===== src/rtl/polc_pkg.sv =====
`default_nettype none
package polc_pkg;

  localparam int BODY_INDEX_BITS = 8;
  localparam int CORDIC_STAGES = 16;

  localparam logic signed [33:0] INV_GAIN_Q30 = 34'sd652032875;
  localparam logic [30:0] STIFF_RESET = 31'd32768000;

  typedef enum logic [2:0] {
    REG_TARGET   = 3'd0,
    REG_ORIGIN_X = 3'd1,
    REG_ORIGIN_Y = 3'd2,
    REG_DIR_X    = 3'd3,
    REG_DIR_Y    = 3'd4,
    REG_ANCHOR_X = 3'd5,
    REG_ANCHOR_Y = 3'd6,
    REG_STIFF    = 3'd7
  } reg_index_t;

  // Data handed from one rotation cell to the next.
  typedef struct packed {
    logic               valid;
    logic               applies;
    logic [1:0]         quad;
    logic signed [33:0] x;
    logic signed [33:0] y;
    logic signed [33:0] z;
    logic signed [31:0] pos_x;
    logic signed [31:0] pos_y;
  } cell_t;

  function automatic logic signed [33:0] atan_entry(input logic [4:0] i);
    logic signed [33:0] r;
    begin
      case (i)
        5'd0:  r = 34'sh20000000;
        5'd1:  r = 34'sh12E4051E;
        5'd2:  r = 34'sh09FB385B;
        5'd3:  r = 34'sh051111D4;
        5'd4:  r = 34'sh028B0D43;
        5'd5:  r = 34'sh0145D7E1;
        5'd6:  r = 34'sh00A2F61E;
        5'd7:  r = 34'sh00517C55;
        5'd8:  r = 34'sh0028BE53;
        5'd9:  r = 34'sh00145F2F;
        5'd10: r = 34'sh000A2F98;
        5'd11: r = 34'sh000517CC;
        5'd12: r = 34'sh00028BE6;
        5'd13: r = 34'sh000145F3;
        5'd14: r = 34'sh0000A2F9;
        5'd15: r = 34'sh0000517C;
        5'd16: r = 34'sh000028BE;
        5'd17: r = 34'sh0000145F;
        5'd18: r = 34'sh00000A2F;
        5'd19: r = 34'sh00000517;
        5'd20: r = 34'sh0000028B;
        5'd21: r = 34'sh00000145;
        5'd22: r = 34'sh000000A2;
        5'd23: r = 34'sh00000051;
        5'd24: r = 34'sh00000028;
        5'd25: r = 34'sh00000014;
        5'd26: r = 34'sh0000000A;
        5'd27: r = 34'sh00000005;
        5'd28: r = 34'sh00000002;
        5'd29: r = 34'sh00000001;
        default: r = 34'sh0;
      endcase
      return r;
    end
  endfunction

  function automatic logic signed [31:0] sat32(input logic signed [63:0] v);
    begin
      if (v > 64'sd2147483647) return 32'sh7FFFFFFF;
      else if (v < -64'sd2147483648) return 32'sh80000000;
      else return v[31:0];
    end
  endfunction

endpackage
`default_nettype wire


===== src/rtl/polc_cell.sv =====
`default_nettype none
module polc_cell import polc_pkg::*; (
  input  wire logic   clk,
  input  wire logic   rst,
  input  wire logic [4:0] stage,
  input  wire cell_t  din,
  output cell_t       dout
);

  logic signed [33:0] ys, xs;
  logic signed [33:0] at;

  assign ys = din.y >>> stage;
  assign xs = din.x >>> stage;
  assign at = atan_entry(stage);

  // Each cell performs one micro-rotation and passes the item on.
  always_ff @(posedge clk) begin
    if (rst) begin
      dout.valid <= 1'b0;
    end else begin
      dout.valid <= din.valid;
    end
    dout.applies <= din.applies;
    dout.quad    <= din.quad;
    dout.pos_x   <= din.pos_x;
    dout.pos_y   <= din.pos_y;
    if (din.z >= 0) begin
      dout.x <= din.x - ys;
      dout.y <= din.y + xs;
      dout.z <= din.z - at;
    end else begin
      dout.x <= din.x + ys;
      dout.y <= din.y - xs;
      dout.z <= din.z + at;
    end
  end

endmodule
`default_nettype wire


===== config.mk =====
export PLATFORM = sky130hd
export DESIGN_NAME = polc_cell
export DESIGN_NICKNAME = d
export VERILOG_FILES = /design/src/rtl/polc_pkg.sv /design/src/rtl/polc_cell.sv
export SDC_FILE = /design/constraint.sdc
export NUM_CORES = 1
export LEC_CHECK = 0
export ABC_AREA = 1
export BUFFER_PORTS_ARGS = -buffer_cell sky130_fd_sc_hd__buf_2
export CAP_MARGIN = 20
export CORE_AREA = 5 5 218 220
export CTS_CLUSTER_SIZE = 20
export DETAILED_ROUTE_END_ITERATION = 10
export DIE_AREA = 0 0 223 225
export SLEW_MARGIN = 20
export SYNTH_ARGS = -nofsm -noshare
export SYNTH_HDL_FRONTEND = slang
export SYNTH_SLANG_ARGS = --single-unit

===== constraint.sdc =====
create_clock -name clk -period 4.9 [get_ports clk]
set_input_delay 0.245 -clock clk [delete_from_list [all_inputs] [get_ports clk]]
set_output_delay 0.245 -clock clk [all_outputs]
set_load 0.02 [all_outputs]

-- Word level (Yosys, flattened, before mapping)
Memory sizes are Yosys's and may differ from the RTL's.
Index checks and enable logic that the tools add are counted.
- output and inout bits: 170
- register bits: 170
- memories: 1
- input port bits: 177
- word-level logic and storage cells: 19
- memory bits (read-only): 960
- memories (memory ; depth ; width ; rd ports ; clocked after Yosys merged registers in ; write ports ; line ; source):
    (no name shown) ; 32 ; 30 ; 1 ; 0 ; 0 ; polc_pkg.sv:36 ; case (i)
- order comparisons: 1
- add/subtract/negate cells: 6
- muxes and demuxes: 1
- shift operators: 2
- operators with widths (kind ; count):
    adder 34 bit ; 3
    2-to-1 mux 102 bit ; 1
    subtractor 34 bit ; 3
    >>> shifter 34 x 5 -> 34 bit ; 2
    greater-or-equal comparator 34 x 1 -> 1 bit, second input constant ; 1

-- Depth between registers and ports, before layout
- word-level depth: 3
- mapped depth: 36
- depth with buffers taken out: 34

-- Least setup slack after synthesis
Ideal clock, no wire load.
- path kind: input to register
- start point: input port stage[1]
- end point: register dout[91] (netlist bit)
- data required time: 4.828 ns
- buffers on the path: 2
- setup time: 0.072 ns
- cell stages on the path: 28
- arrival time: 3.949 ns
- path slack: 0.879 ns
- cell sequence: buf_4 -> clkinv_2 -> buf_2 -> ha_1 -> inv_1 -> nand2_1 -> o21ai_1 -> o21ai_0 -> a31oi_1 -> ha_1 -> inv_1 -> nor2_1 -> nand4_1 -> nor2_2 -> nand3_1 -> nand2_1 -> xor2_1 -> ha_1 -> a21oi_1 -> o21ai_0 -> a21oi_1 -> nand2_1 -> a21oi_1 -> o21ai_0 -> nand2_1 -> nand2_1 -> a21oi_1 -> xnor2_1
- cells in the longest elaborated chain, start to end: 3
- elaborated cells between the ends (all ways): 4
- classes of those cells: 2 x add/sub; 1 x mux; 1 x memory
- RTL lines (element ; line ; source):
    start: declaration ; polc_cell.sv:5 ; input wire logic [4:0] stage,
    memory read (32 x 30 bit) * ; -- ;
    adder 34 bit / subtractor 34 bit (equally long branches) ; polc_cell.sv:35, polc_cell.sv:31 ;
    2-to-1 mux 102 bit * ; polc_cell.sv:28 ; if (din.z >= 0) begin
    end: declaration ; polc_cell.sv:7 ; output cell_t dout
Mark *: on every way between the ends. The rest lies on a longest branch, timed or not.
A chain may end at the register's enable or synchronous reset.

-- Final worst setup path
- start point: input port stage[1]
- end point: register dout[163] (netlist bit)
- cells in the longest elaborated chain, start to end: 3
- elaborated cells between the ends (all ways): 4
- classes of those cells: 2 x add/sub; 1 x shift; 1 x mux
- RTL lines (element ; line ; source):
    >>> shifter 34 x 5 -> 34 bit * ; polc_cell.sv:13 ; assign ys = din.y >>> stage;
    adder 34 bit / subtractor 34 bit (equally long branches) ; polc_cell.sv:33, polc_cell.sv:29 ;
    2-to-1 mux 102 bit * ; polc_cell.sv:28 ;
Marked as above.

==> key figures <==
Worst setup path
  – Critical path type: in2reg
  – CP startpoint kind: primary input
  – CP Max Fanout: between 40 and 50
  – Worst Setup End Kind: flip-flop
  – Arr. time, crit path: 4.84 ns
  – Critical Path RT: between 5 and 6 ns
  – Crit path from: stage[1]

GRT
  – Gr ovfl total: 0
  – Global Route met3 Usage: 0.0349
  – Vias in the first global route: 17600
  – First-pass GRT wire length: between 90000 and 100000 µm
  – Grt met2 use: 0.428
  – Total GRT Usage: 0.245
  – Initial antenna violation count: 0
  – Met1 Use GR: 0.307
  – GRT busiest layer: met2
  – Largest net degree at the start of global routing: 56

Floorplanning
  – Die width: between 200 and 250 µm
  – # IOs: 347
  – Die height: approximately 230 µm
  – # rows: roughly 80
  – Core area: about 45000 µm²
  – Initial Util: 0.346
  – Die area: 50200 µm²

Synthesis
  – Sequential-to-total area share from yosys stat: 0.218
  – Largest cells by area after synthesis: dfxtp_1 22%, nand2_1 18%, nand3_1 12%, ha_1 8.7%, xor2_1 6.3%
  – Area share of the largest cell type after synthesis: 0.218
  – Seq cells post-synth: 170
  – Synth warn: 0
  – Top_reg_cell synth: dfxtp_1
  – Post-synth EDFFs: 0
  – Yosys top cell by area: dfxtp_1
  – Mapped Area: approximately 16000 µm²
  – Cells after Synth: roughly 2500
  – Post-synth cell types: 50
  – Mapped Nets: between 2000 and 3000
  – Asr flop ratio synth: 0
  – Synth Area per Inst: a little over 6 µm²

STA
  – RSZ-0062 raised after global routing: no
  – Fin. Hold Viols: 0
  – Final critical-path share of the clock period: 0.903
  – Fin. max-slew vios: 0
  – F_max: between 200 and 250 MHz
  – Fin crit period: about 4.4 ns
  – Setup total negative slack: 0 ns
  – Setup Viol. Count Final: 0
  – Worst Tran Pin Value: approximately 0.9 ns
  – Slew headroom: 0.373

Drt
  – Remaining antenna violation count: 0
  – DR pass1 iterations: 6
  – Drt via density: 5.19
  – Final WL: between 60000 and 70000 µm
  – Routed len/inst: about 18 µm
  – Iter 0 DRT Violations: roughly 1300
  – Vias post-DR: between 15000 and 20000
  – DRC: 0

Clocking
  – Clock sinks: 170
  – TritonCTS clock tree: built
  – CTS Buf Count: 17
  – Clock Path Buffers: 2
  – Root Buffer: clkbuf_16
  – Clk slew on worst S/H paths: 0.08 ns
  – H-Tree Depth: 4

Worst hold path
  – Min-delay worst type: in2reg
  – Hold_sp: din[65]

Power
  – P_leak: ~0.01 µW
  – VDD IR-drop max: 0.335 mV
  – Power Dens Cells: between 300 and 400 nW/µm²

Final layout
  – Share of cells above drive strength 1: 0.175
  – Area of the multi-input gates: ~11000 µm²
  – Largest regs: dout (170)
  – Area Growth Syn to Fin: 25.0%
  – Core Util, Final: 0.432
  – Max FFs per register: 170
  – Most flops, register: dout
  – Fillcell total: 4829
  – Nets: between 3000 and 4000
  – Storage element area: around 3400 µm²

Placement
  – GPL Wtd Cong: around 0.97
  – Buffers added on ports: between 300 and 400
  – Post-DP HPWL: between 50000 and 60000 µm

Status
  – Status: completed

Job
  – Max_cap viols: 0
## per-layer routing
layer | share of wire | vias to the layer above
met5 | 0 | -
li1 | - | 9093
met3 | 0.054 | 104
met1 | 0.43 | 8408
met2 | 0.49 | 657
met4 | 0.034 | 0
## critical path, stage by stage
cell and delay [ns]:
buf_2 0.21, buf_6 0.35, nand3_1 0.16, nand3_1 0.13, nand3_1 0.17, nand3_1 0.18, nand3_1 0.11, inv_2 0.11
ha_1 0.15, inv_1 0.05, nor2_1 0.15, nand3_1 0.14, nor2_2 0.28, nor2_1 0.06, o21ai_0 0.13, o21ai_0 0.11
ha_1 0.37, nand2_1 0.09, nor2_1 0.16, nand4_1 0.21, o211ai_1 0.41, nand4_1 0.14, o211ai_1 0.21, a21o_1 0.20
nand2_1 0.05, nand2_1 0.07, xor2_1 0.15
## synthesized netlist by cell type (27+ instances only)
cell type and count:
nand2_1 737, nand3_1 371, inv_1 201, nor2_1 188
dfxtp_1 170, a21oi_1 143, o21ai_0 112, xor2_1 112
ha_1 108, xnor2_1 49, nand4_1 29, buf_2 27
## through the flow
stage | setup WS (ns) | power, µW | area (µm²) | hold slack, ns | instances
after floorplan | 0.879 | 4130 | 15600 | 0.273 | 2498
after global placement | 0.114 | 5250 | 18100 | 0.347 | 3413
after detailed placement | 0.0451 | 5240 | 18100 | 0.349 | 3413
after CTS | 0.568 | 6800 | 19500 | 0.0345 | 3515
after global routing | 0.102 | 7210 | 19500 | 0.0673 | 3515
final | 0.473 | 6730 | 19500 | 0.0782 | 3516
## layout by cell type, fill, tap and decap left out, drive strengths merged, types with 2 or more instances in the layout
cell         instances
a2111oi              4
a211oi               5
a21boi               6
a21o                13
a21oi              145
a31oi               20
buf                396
clkbuf              17
clkinv              10
dfxtp              170
dlygate4sd3         70
fa                   3
ha                 108
inv                219
nand2              759
nand3              388
nand3b               5
nand4               29
nor2               212
nor3                11
nor4                 2
o2111ai              4
o211ai              12
o21a                13
o21ai              121
o221ai               2
o22ai                2
xnor2               49
xor2               112
## worst paths after layout
path,endpoint,slack (ns),depth (start not counted)
worst max-delay path,dout[163]$_DFF_P_,0.47,27
worst min-delay path,dout[65]$_DFF_P_,0.08,2
## logic make-up (layout without fill, tap and decap cells)
family                   after synthesis  count (layout)  synth area share
adder cells (fa/ha/maj)              111             111            0.0905
flip-flops                           170             170             0.218
XOR/XNOR                             161             161            0.0905
other                                  0               1                 0
buffers and inverters                296             713            0.0783
AO/OA/AOI/OAI                        352             352             0.129
AND/OR/NAND/NOR                     1408            1408             0.394
## report_power, final
group	switching [µW]	internal, µW
logic	2220	1160
registers	93.8	1780
clock network	725	749
total	3040	3690
## cell type report
| cell class | count | share of cell area |
|---|---|---|
| well taps | 600 | 0.0385 |
| clock buffers | 17 | 0.0218 |
| diodes | 1 | 0.000128 |
| inverters | 215 | 0.0415 |
| flip-flops and latches | 170 | 0.175 |
| repair buffers | 466 | 0.149 |
| multi-input cells | 2032 | 0.563 |
| clock inverters | 15 | 0.0113 |
## repair_timing
item                                    CTS  global route
buffers inserted                          0             0
hold buffers                             70             0
hold endpoints to repair                 69             0
endpoints found under the setup margin    0             1
gates resized for setup                   0             1
Power figures use the tool's default switching activity.
